==> src/design/wwa_pkg.sv <==
// Package for the weighted window average alarm.
// Holds the shared constants, codes, state type and rate tables.
// No dependencies.
package wwa_pkg;

	localparam int WINDOW_DEF = 12;
	localparam int TEMP_W     = 16;
	localparam int RATE_W     = 5;
	localparam int OP_W       = 2;
	localparam int COPY_W     = 3;
	localparam int CFG_AW     = 3;
	localparam int CFG_DW     = 32;
	localparam int OUT_DW     = 24;

	localparam logic signed [TEMP_W-1:0] THRESHOLD_RST = 16'sd10240;

	typedef enum logic [OP_W-1:0] {
		OP_SAMPLE = 2'd0,
		OP_BUTTON = 2'd1,
		OP_TICK   = 2'd2,
		OP_NONE   = 2'd3
	} op_t;

	typedef enum logic {
		KIND_RATE   = 1'b0,
		KIND_REPORT = 1'b1
	} kind_t;

	typedef enum logic [1:0] {
		MODE_5S  = 2'd0,
		MODE_15S = 2'd1,
		MODE_30S = 2'd2
	} mode_t;

	typedef enum logic [2:0] {
		ST_IDLE,
		ST_RD,
		ST_WR,
		ST_DIV,
		ST_FIN,
		ST_EMIT
	} state_t;

	localparam logic [CFG_AW-1:0] REG_THRESHOLD = 3'd0;

	function automatic logic [RATE_W-1:0] rate_of(input mode_t m);
		logic [RATE_W-1:0] r;
		case (m)
			MODE_5S:  r = 5'd5;
			MODE_15S: r = 5'd15;
			default:  r = 5'd30;
		endcase
		return r;
	endfunction

	function automatic logic [COPY_W-1:0] copies_of(input mode_t m);
		logic [COPY_W-1:0] c;
		case (m)
			MODE_5S:  c = 3'd1;
			MODE_15S: c = 3'd3;
			default:  c = 3'd6;
		endcase
		return c;
	endfunction

	function automatic mode_t mode_next(input mode_t m);
		mode_t n;
		case (m)
			MODE_5S:  n = MODE_15S;
			MODE_15S: n = MODE_30S;
			default:  n = MODE_5S;
		endcase
		return n;
	endfunction

endpackage

==> src/design/wwa_ram.sv <==
// Generic single-port-write, single-port-read RAM with registered read.
// Used for the sample window. No dependencies.
module wwa_ram #(
	parameter int WIDTH = 16,
	parameter int DEPTH = 12
) (
	input  logic                     clk,
	input  logic                     we,
	input  logic [$clog2(DEPTH)-1:0] waddr,
	input  logic [WIDTH-1:0]         wdata,
	input  logic                     re,
	input  logic [$clog2(DEPTH)-1:0] raddr,
	output logic [WIDTH-1:0]         rdata
);

	logic [WIDTH-1:0] mem_q [DEPTH];

	always_ff @(posedge clk) begin
		if (we) begin
			mem_q[waddr] <= wdata;
		end
		if (re) begin
			rdata <= mem_q[raddr];
		end
	end

endmodule

==> src/design/weighted_window_average_alarm.sv <==
// Top level of the weighted window average alarm.
// Depends on wwa_pkg and wwa_ram.
//
// One item at a time. Sample: each window write is a read-modify-write of the
// window RAM (ST_RD then ST_WR). Button: result is loaded in ST_EMIT. Tick:
// ST_DIV, ST_FIN then ST_EMIT (straight to ST_EMIT on an empty window), set by
// the one-bit-per-cycle divider. Asynchronous reset clears the pointer, count,
// sum, rate mode and output valid and loads the threshold with 10240.
module weighted_window_average_alarm #(
	parameter int WINDOW = wwa_pkg::WINDOW_DEF
) (
	input  logic                        clk,
	input  logic                        arst_n,
	input  logic                        psel,
	input  logic                        penable,
	input  logic                        pwrite,
	input  logic [wwa_pkg::CFG_AW-1:0]  paddr,
	input  logic [wwa_pkg::CFG_DW-1:0]  pwdata,
	output logic [wwa_pkg::CFG_DW-1:0]  prdata,
	output logic                        pready,
	input  logic                        s_tvalid,
	output logic                        s_tready,
	// [15:0] temperature
	input  logic [wwa_pkg::TEMP_W-1:0]  s_tdata,
	// [1:0] op
	input  logic [wwa_pkg::OP_W-1:0]    s_tuser,
	output logic                        m_tvalid,
	input  logic                        m_tready,
	// [4:0] rate_seconds, [20:5] average, [21] alert, [22] no_data, [23] zero
	output logic [wwa_pkg::OUT_DW-1:0]  m_tdata,
	// [0] kind
	output logic                        m_tuser
);
	import wwa_pkg::*;

	localparam int PTR_W = $clog2(WINDOW);
	localparam int CNT_W = $clog2(WINDOW + 1);
	localparam int SUM_W = TEMP_W + $clog2(WINDOW);
	localparam int DIV_W = $clog2(SUM_W);
	localparam logic [PTR_W-1:0] PTR_LAST = PTR_W'(WINDOW - 1);
	localparam logic [CNT_W-1:0] CNT_FULL = CNT_W'(WINDOW);

	state_t                    state_q, state_d;
	mode_t                     mode_q;
	logic [PTR_W-1:0]          ptr_q;
	logic [CNT_W-1:0]          cnt_q;
	logic signed [SUM_W-1:0]   sum_q;
	logic signed [TEMP_W-1:0]  thr_q;
	logic signed [TEMP_W-1:0]  temp_q;
	logic [COPY_W-1:0]         copies_q;
	logic [SUM_W-1:0]          quo_q;
	logic [CNT_W-1:0]          rem_q;
	logic                      neg_q;
	logic [DIV_W-1:0]          div_cnt_q;
	logic                      res_kind_q;
	logic [RATE_W-1:0]         res_rate_q;
	logic signed [TEMP_W-1:0]  res_avg_q;
	logic                      res_nodata_q;
	logic                      out_kind_q;
	logic [RATE_W-1:0]         out_rate_q;
	logic signed [TEMP_W-1:0]  out_avg_q;
	logic                      out_alert_q;
	logic                      out_nodata_q;
	logic                      out_valid_q;

	logic                      s_xfer, cfg_wr, full, ram_re, ram_we, out_load, out_free;
	logic [TEMP_W-1:0]         ram_rdata;
	logic signed [SUM_W-1:0]   old_ext, sum_next;
	logic [CNT_W:0]            rem_sh;
	logic                      rem_ge;
	logic [SUM_W-1:0]          quo_neg;
	op_t                       op_in;

	assign op_in    = op_t'(s_tuser);
	assign s_xfer   = s_tvalid && s_tready;
	assign cfg_wr   = psel && penable && pwrite && pready;
	assign pready   = 1'b1;
	assign prdata   = (paddr[CFG_AW-1] == REG_THRESHOLD[CFG_AW-1]) ?
	                  {{(CFG_DW-TEMP_W){thr_q[TEMP_W-1]}}, thr_q} : '0;
	assign full     = (cnt_q == CNT_FULL);
	assign out_free = !out_valid_q || m_tready;

	assign old_ext  = full ? SUM_W'(signed'(ram_rdata)) : '0;
	assign sum_next = sum_q + SUM_W'(temp_q) - old_ext;
	assign rem_sh   = {rem_q, quo_q[SUM_W-1]};
	assign rem_ge   = (rem_sh >= {1'b0, cnt_q});
	assign quo_neg  = neg_q ? (~quo_q + 1'b1) : quo_q;

	wwa_ram #(
		.WIDTH(TEMP_W),
		.DEPTH(WINDOW)
	) u_window (
		.clk  (clk),
		.we   (ram_we),
		.waddr(ptr_q),
		.wdata(temp_q),
		.re   (ram_re),
		.raddr(ptr_q),
		.rdata(ram_rdata)
	);

	always_ff @(posedge clk or negedge arst_n) begin
		if (!arst_n) begin
			state_q <= ST_IDLE;
		end else begin
			state_q <= state_d;
		end
	end

	always_comb begin
		state_d  = state_q;
		s_tready = 1'b0;
		ram_re   = 1'b0;
		ram_we   = 1'b0;
		out_load = 1'b0;
		unique case (state_q)
			ST_IDLE: begin
				s_tready = 1'b1;
				if (s_tvalid) begin
					unique case (op_in)
						OP_SAMPLE: state_d = ST_RD;
						OP_BUTTON: state_d = ST_EMIT;
						OP_TICK:   state_d = (cnt_q == '0) ? ST_EMIT : ST_DIV;
						default:   state_d = ST_IDLE;
					endcase
				end
			end
			ST_RD: begin
				ram_re  = 1'b1;
				state_d = ST_WR;
			end
			ST_WR: begin
				ram_we  = 1'b1;
				state_d = (copies_q == COPY_W'(1)) ? ST_IDLE : ST_RD;
			end
			ST_DIV: begin
				if (div_cnt_q == '0) begin
					state_d = ST_FIN;
				end
			end
			ST_FIN: begin
				state_d = ST_EMIT;
			end
			ST_EMIT: begin
				if (out_free) begin
					out_load = 1'b1;
					state_d  = ST_IDLE;
				end
			end
			default: state_d = ST_IDLE;
		endcase
	end

	always_ff @(posedge clk or negedge arst_n) begin
		if (!arst_n) begin
			mode_q      <= MODE_5S;
			ptr_q       <= '0;
			cnt_q       <= '0;
			sum_q       <= '0;
			thr_q       <= THRESHOLD_RST;
			out_valid_q <= 1'b0;
		end else begin
			if (cfg_wr && paddr[CFG_AW-1] == REG_THRESHOLD[CFG_AW-1]) begin
				thr_q <= pwdata[TEMP_W-1:0];
			end
			if (s_xfer && op_in == OP_BUTTON) begin
				mode_q <= mode_next(mode_q);
			end
			if (state_q == ST_WR) begin
				sum_q <= sum_next;
				ptr_q <= (ptr_q == PTR_LAST) ? '0 : ptr_q + 1'b1;
				if (!full) begin
					cnt_q <= cnt_q + 1'b1;
				end
			end
			if (out_load) begin
				out_valid_q <= 1'b1;
			end else if (m_tready) begin
				out_valid_q <= 1'b0;
			end
		end
	end

	always_ff @(posedge clk) begin
		if (s_xfer) begin
			temp_q       <= s_tdata;
			copies_q     <= copies_of(mode_q);
			res_kind_q   <= (op_in == OP_BUTTON) ? KIND_RATE : KIND_REPORT;
			res_rate_q   <= (op_in == OP_BUTTON) ? rate_of(mode_q) : '0;
			res_avg_q    <= '0;
			res_nodata_q <= (op_in == OP_TICK) && (cnt_q == '0);
			neg_q        <= sum_q[SUM_W-1];
			quo_q        <= sum_q[SUM_W-1] ? (~sum_q + 1'b1) : sum_q;
			rem_q        <= '0;
			div_cnt_q    <= DIV_W'(SUM_W - 1);
		end
		if (state_q == ST_WR) begin
			copies_q <= copies_q - 1'b1;
		end
		if (state_q == ST_DIV) begin
			rem_q     <= rem_ge ? CNT_W'(rem_sh - {1'b0, cnt_q}) : rem_sh[CNT_W-1:0];
			quo_q     <= {quo_q[SUM_W-2:0], rem_ge};
			div_cnt_q <= div_cnt_q - 1'b1;
		end
		if (state_q == ST_FIN) begin
			res_avg_q <= quo_neg[TEMP_W-1:0];
		end
		if (out_load) begin
			out_kind_q   <= res_kind_q;
			out_rate_q   <= res_rate_q;
			out_avg_q    <= res_avg_q;
			out_nodata_q <= res_nodata_q;
			out_alert_q  <= (res_kind_q == KIND_REPORT) && !res_nodata_q &&
			                (res_avg_q >= thr_q);
		end
	end

	assign m_tvalid = out_valid_q;
	assign m_tuser  = out_kind_q;
	assign m_tdata  = {1'b0, out_nodata_q, out_alert_q, out_avg_q, out_rate_q};

	a_cnt_bound: assert property (@(posedge clk) disable iff (!arst_n)
		cnt_q <= CNT_FULL)
		else $error("valid count above window depth");

	a_ptr_bound: assert property (@(posedge clk) disable iff (!arst_n)
		ptr_q <= PTR_LAST)
		else $error("write pointer out of range");

	a_ptr_tracks: assert property (@(posedge clk) disable iff (!arst_n)
		!full && (state_q == ST_IDLE) |-> (CNT_W'(ptr_q) == cnt_q))
		else $error("pointer and count disagree before the window fills");

	a_nodata_zero: assert property (@(posedge clk) disable iff (!arst_n)
		m_tvalid && m_tuser == KIND_REPORT && m_tdata[22] |->
		(m_tdata[20:5] == '0) && !m_tdata[21])
		else $error("empty-window report carries an average or alert");

	a_rate_value: assert property (@(posedge clk) disable iff (!arst_n)
		m_tvalid && m_tuser == KIND_RATE |->
		(m_tdata[4:0] == 5'd5) || (m_tdata[4:0] == 5'd15) || (m_tdata[4:0] == 5'd30))
		else $error("rate announcement with a bad rate");

endmodule
==> config.mk <==
export PLATFORM = sky130hd
export DESIGN_NAME = weighted_window_average_alarm
export DESIGN_NICKNAME = d
export VERILOG_FILES = /design/src/design/wwa_pkg.sv /design/src/design/wwa_ram.sv /design/src/design/weighted_window_average_alarm.sv
export SDC_FILE = /design/constraint.sdc
export NUM_CORES = 1
export LEC_CHECK = 0
export ABC_AREA = 1
export ABC_CLOCK_PERIOD_IN_PS = 4900
export CAP_MARGIN = 10
export CORE_MARGIN = 2
export CORE_UTILIZATION = 40
export CTS_CLUSTER_DIAMETER = 40
export DETAILED_ROUTE_END_ITERATION = 12
export DONT_BUFFER_PORTS = 1
export HOLD_SLACK_MARGIN = 0.1
export SYNTH_ARGS = -nofsm -noshare
export SYNTH_HDL_FRONTEND = slang
export SYNTH_HIERARCHICAL = 1
export SYNTH_SLANG_ARGS = --single-unit
==> constraint.sdc <==
create_clock -name clk -period 4.9 [get_ports clk]
set_clock_uncertainty 0.15 [all_clocks]
set_input_delay 1.225 -clock clk [delete_from_list [all_inputs] [get_ports clk]]
set_output_delay 1.225 -clock clk [all_outputs]
set_load 0.1 [all_outputs]
==> results.py <==
metrics = {
    "power": {
        "ir_drop_mv": 0.467,
        "clkPwrFrac": 0.286,
        "leakagePower_uw": 0.00851,
        "p_switching_uw": 5360,
        "seqPwrFrac": 0.377,
        "p_int_uw": 7810,
        "powerDensity_nw_per_um2": 664,
        "p_sw_frac": 0.407,
        "combinationalPowerShare": 0.337,
    },
    "critical_path": {
        "required_ns": 3.52,
        "crit_path_frequent_cell": "buf_12",
        "cp-start-kind": "input pin",
        "timing.critical_path.cells": "nor2_4 > buf_12 > buf_12",
        "path_buf_inv": 2,
        "criticalPathCategory": "in -> out",
        "cp_slowest_cell": "buf_12",
        "critPathMaxStageDelay_ns": 1.22,
        "crit_family": "buffers and inverters",
        "cp_max_fo": 17,
        "crit_arrival_ns": 2.97,
        "critPathCaptureType": "output pin",
    },
    "grt": {
        "grt_max_degree": 88,
        "grt_pass1_wl_um": 60700,
        "grt_remaining_overflow": 0,
        "track_usage": 0.171,
        "antenna_found_initial": 0,
        "first_global_vias": 11800,
    },
    "synth": {
        "ys_ff_latch": 352,
        "synth.distinct_cells": 45,
        "synth_top_area_share": 0.519,
        "synth-compound-area-share": 0.0586,
        "yosys-top-cells-count": "nand2_1 (414), inv_1 (304), edfxtp_1 (302)",
        "syn-cell-area_sq_um": 17500,
        "yosys.area_share.simple": 0.188,
        "synthMuxAreaShare": 0.000644,
        "synth_largest_area_cell": "edfxtp_1",
        "netlist_top_cells_area": "edfxtp_1 (52%), nand2_1 (8.9%), dfrtp_1 (6.9%), inv_1 (6.5%), nand3_1 (4.8%)",
        "synth-edff-count": 302,
        "yosys.area_share.xor_xnor": 0.0110,
        "synthAdderAreaFrac": 0.0572,
        "synth_top_family_by_area": "simple AND/OR/NAND/NOR gates",
        "syn_avg_cell_area_sq_um": 9.63,
        "syn_inst": 1816,
        "synth.most_common_cell": "nand2_1",
        "async_flop_share": 0.142,
        "synth-seq-area-share": 0.590,
        "ys_warn_count": 6,
        "syn_nets": 1944,
        "synth_ff_type": "edfxtp_1",
    },
    "floorplanning": {
        "die_h_um": 213,
        "fp-row-count": 76,
        "fp.dieW_um": 213,
        "core_sq_um": 43100,
        "die_area_sq_um": 45400,
        "ios": 120,
        "start_util": 0.406,
    },
    "timing": {
        "rsz0062_at_grt": "no",
        "maxSlewHeadroom": 0.259,
        "fin_tns_setup_ns": 0,
        "setup_ws_ns": 0.559,
        "slew_viol_final": 0,
        "setup_violations": 0,
        "final.min_clock_period_ns": 4.34,
        "tightest_slew_ns": 1.11,
        "hold_viol": 0,
        "min_period_over_period": 0.886,
        "fmax_mhz": 230,
    },
    "finish": {
        "nets": 1946,
        "fin_util": 0.461,
        "layout-drive-gt1-share": 0.0839,
        "area_growth_pct": 13.5,
        "antennaDiodeCount": 0,
        "fillers": 3969,
    },
    "clocking": {
        "htree_num_levels": 2,
        "cts_buffers": 51,
        "cts_tree": "yes",
        "ctsResizeCount": 0,
        "cts_root_buffer": "clkbuf_16",
        "clkSlewWorstSetupHoldPaths_ns": 0.06,
        "clk_latency_ns": 0.58,
        "cts_hold_buf": 0,
        "clockBufferDepth": 3,
        "cts_setup_buffers": 0,
        "clock-sinks": 352,
    },
    "placement": {
        "port_buffers": 0,
        "dpl.hpwl_um": 24400,
        "place_congestion": 0.893,
        "pre_cts_ws_ns": 0.560,
    },
    "routing": {
        "first_iter_violations": 690,
        "ant_nets": 0,
        "viasPerCell": 4.89,
        "dr.pass1.iters": 5,
        "drcViolationCount": 0,
        "vias": 12000,
        "routed_wl_um": 37500,
        "post_drt_wl_per_cell_um": 15.3,
    },
    "status": {
        "status": "completed",
    },
    "hold_path": {
        "hp-class": "in -> async",
    },
    "job": {
        "cap_violations": 0,
    },
}
-- cell families (layout without fill, tap and decap cells) --
| family | Yosys count | after routing |
|---|---|---|
| xor gates and xnor gates | 22 | 22 |
| AOI/OAI and AO/OA | 195 | 195 |
| and+or+nand+nor | 788 | 788 |
| other | 2 | 2 |
| muxes | 1 | 1 |
| DFF | 352 | 352 |
| adders and majority gates | 68 | 68 |
| buffers and inverters | 388 | 432 |
-- area by class of cell --
cell class / count / area (sq um) / area share
Multi-Input combinational cell: 1076 / 5590 / 0.282
Clock inverter: 36 / 423 / 0.0213
Clock buffer: 59 / 1360 / 0.0684
Timing Repair Buffer: 27 / 255 / 0.0129
Tap cell: 585 / 732 / 0.0369
Inverter: 310 / 1170 / 0.0587
Sequential cell: 352 / 10300 / 0.520
-- per-stage QoR --
step | instance area, sq um | hold slack, ns | instances | power, uW
after detailed placement | 18100 | 0.256 | 2349 | 9460
after global placement | 18100 | 0.254 | 2349 | 9370
after CTS | 19800 | 0.148 | 2444 | 13300
after floorplan | 17500 | 0.250 | 1816 | 8400
after global routing | 19900 | 0.154 | 2445 | 14100
final | 19900 | 0.182 | 2445 | 13200
-- flip-flops by register name, summed over array words and instances, names as in the netlist, 5 cells and up --
name and count:
u_window/mem_q 192, quo_q 20, thr_q 16, temp_q 16
sum_q 20, u_window/rdata 16, out_avg_q 16, div_cnt_q 5
res_avg_q 16
-- final timing paths --
path	start	endpoint	slack, ns	depth (start not counted)
min in group clk	res_rate_q[4]	out_rate_q[4]	0.27	0
setup / recovery	paddr[2]	prdata[16]	0.56	3
setup reg to reg	cnt_q[1]	sum_q[10]	0.95	14
hold reg to reg	res_rate_q[4]	out_rate_q[4]	0.27	0
hold / removal	arst_n	thr_q[7]	0.18	0
max in group asynchronous	arst_n	thr_q[11]	4.24	0
-- placed cells by master (no fill, tap or decap), types with 3 or more instances in the layout --
| cell type | n |
|---|---|
| nor3_1 | 6 |
| nand3_1 | 166 |
| xnor2_1 | 3 |
| nand2_1 | 414 |
| bufinv_16 | 6 |
| nand4_1 | 13 |
| a21oi_1 | 71 |
| ha_1 | 48 |
| fa_1 | 20 |
| nand3b_1 | 6 |
| inv_1 | 304 |
| clkbuf_1 | 5 |
| clkinv_2 | 6 |
| edfxtp_1 | 302 |
| clkinvlp_4 | 5 |
| clkinv_1 | 3 |
| o21ai_1 | 23 |
| buf_4 | 23 |
| nor2_1 | 149 |
| clkinv_4 | 4 |
| dfrtp_1 | 46 |
| clkbuf_16 | 53 |
| inv_8 | 3 |
| or2_2 | 5 |
| nor2_2 | 17 |
| inv_6 | 9 |
| o21bai_1 | 3 |
| inv_2 | 4 |
| o21ai_0 | 89 |
| nor2_4 | 3 |
| xor2_1 | 19 |
-- power groups by stage --
stage | Sequential [uW] | Combinational (uW) | Clock, uW
2_1_floorplan | 4720 | 3680 | 0
3_3_place_gp | 5010 | 4360 | 0
3_5_place_dp | 5030 | 4430 | 0
4_1_cts | 4980 | 4460 | 3840
5_1_grt | 5060 | 5100 | 3960
6_report | 4970 | 4440 | 3770
-- metal layers --
metal	vias up	GRT usage	share of wire
met4	0	0.0658	0.027
met2	325	0.290	0.47
li1	5909	-	-
met1	5652	0.216	0.44
met3	68	0.0331	0.059
met5	-	0	0
-- worst reg2reg max path: cells and delay by family (launching register included) --
| family | cells | cell delay [ns] |
|---|---|---|
| compound gates | 2 | 0.39 |
| fa+ha+maj | 3 | 0.99 |
| buf+inv | 2 | 0.21 |
| flops | 1 | 0.42 |
| simple gates | 7 | 1.66 |
Power figures use the tool's default switching activity.
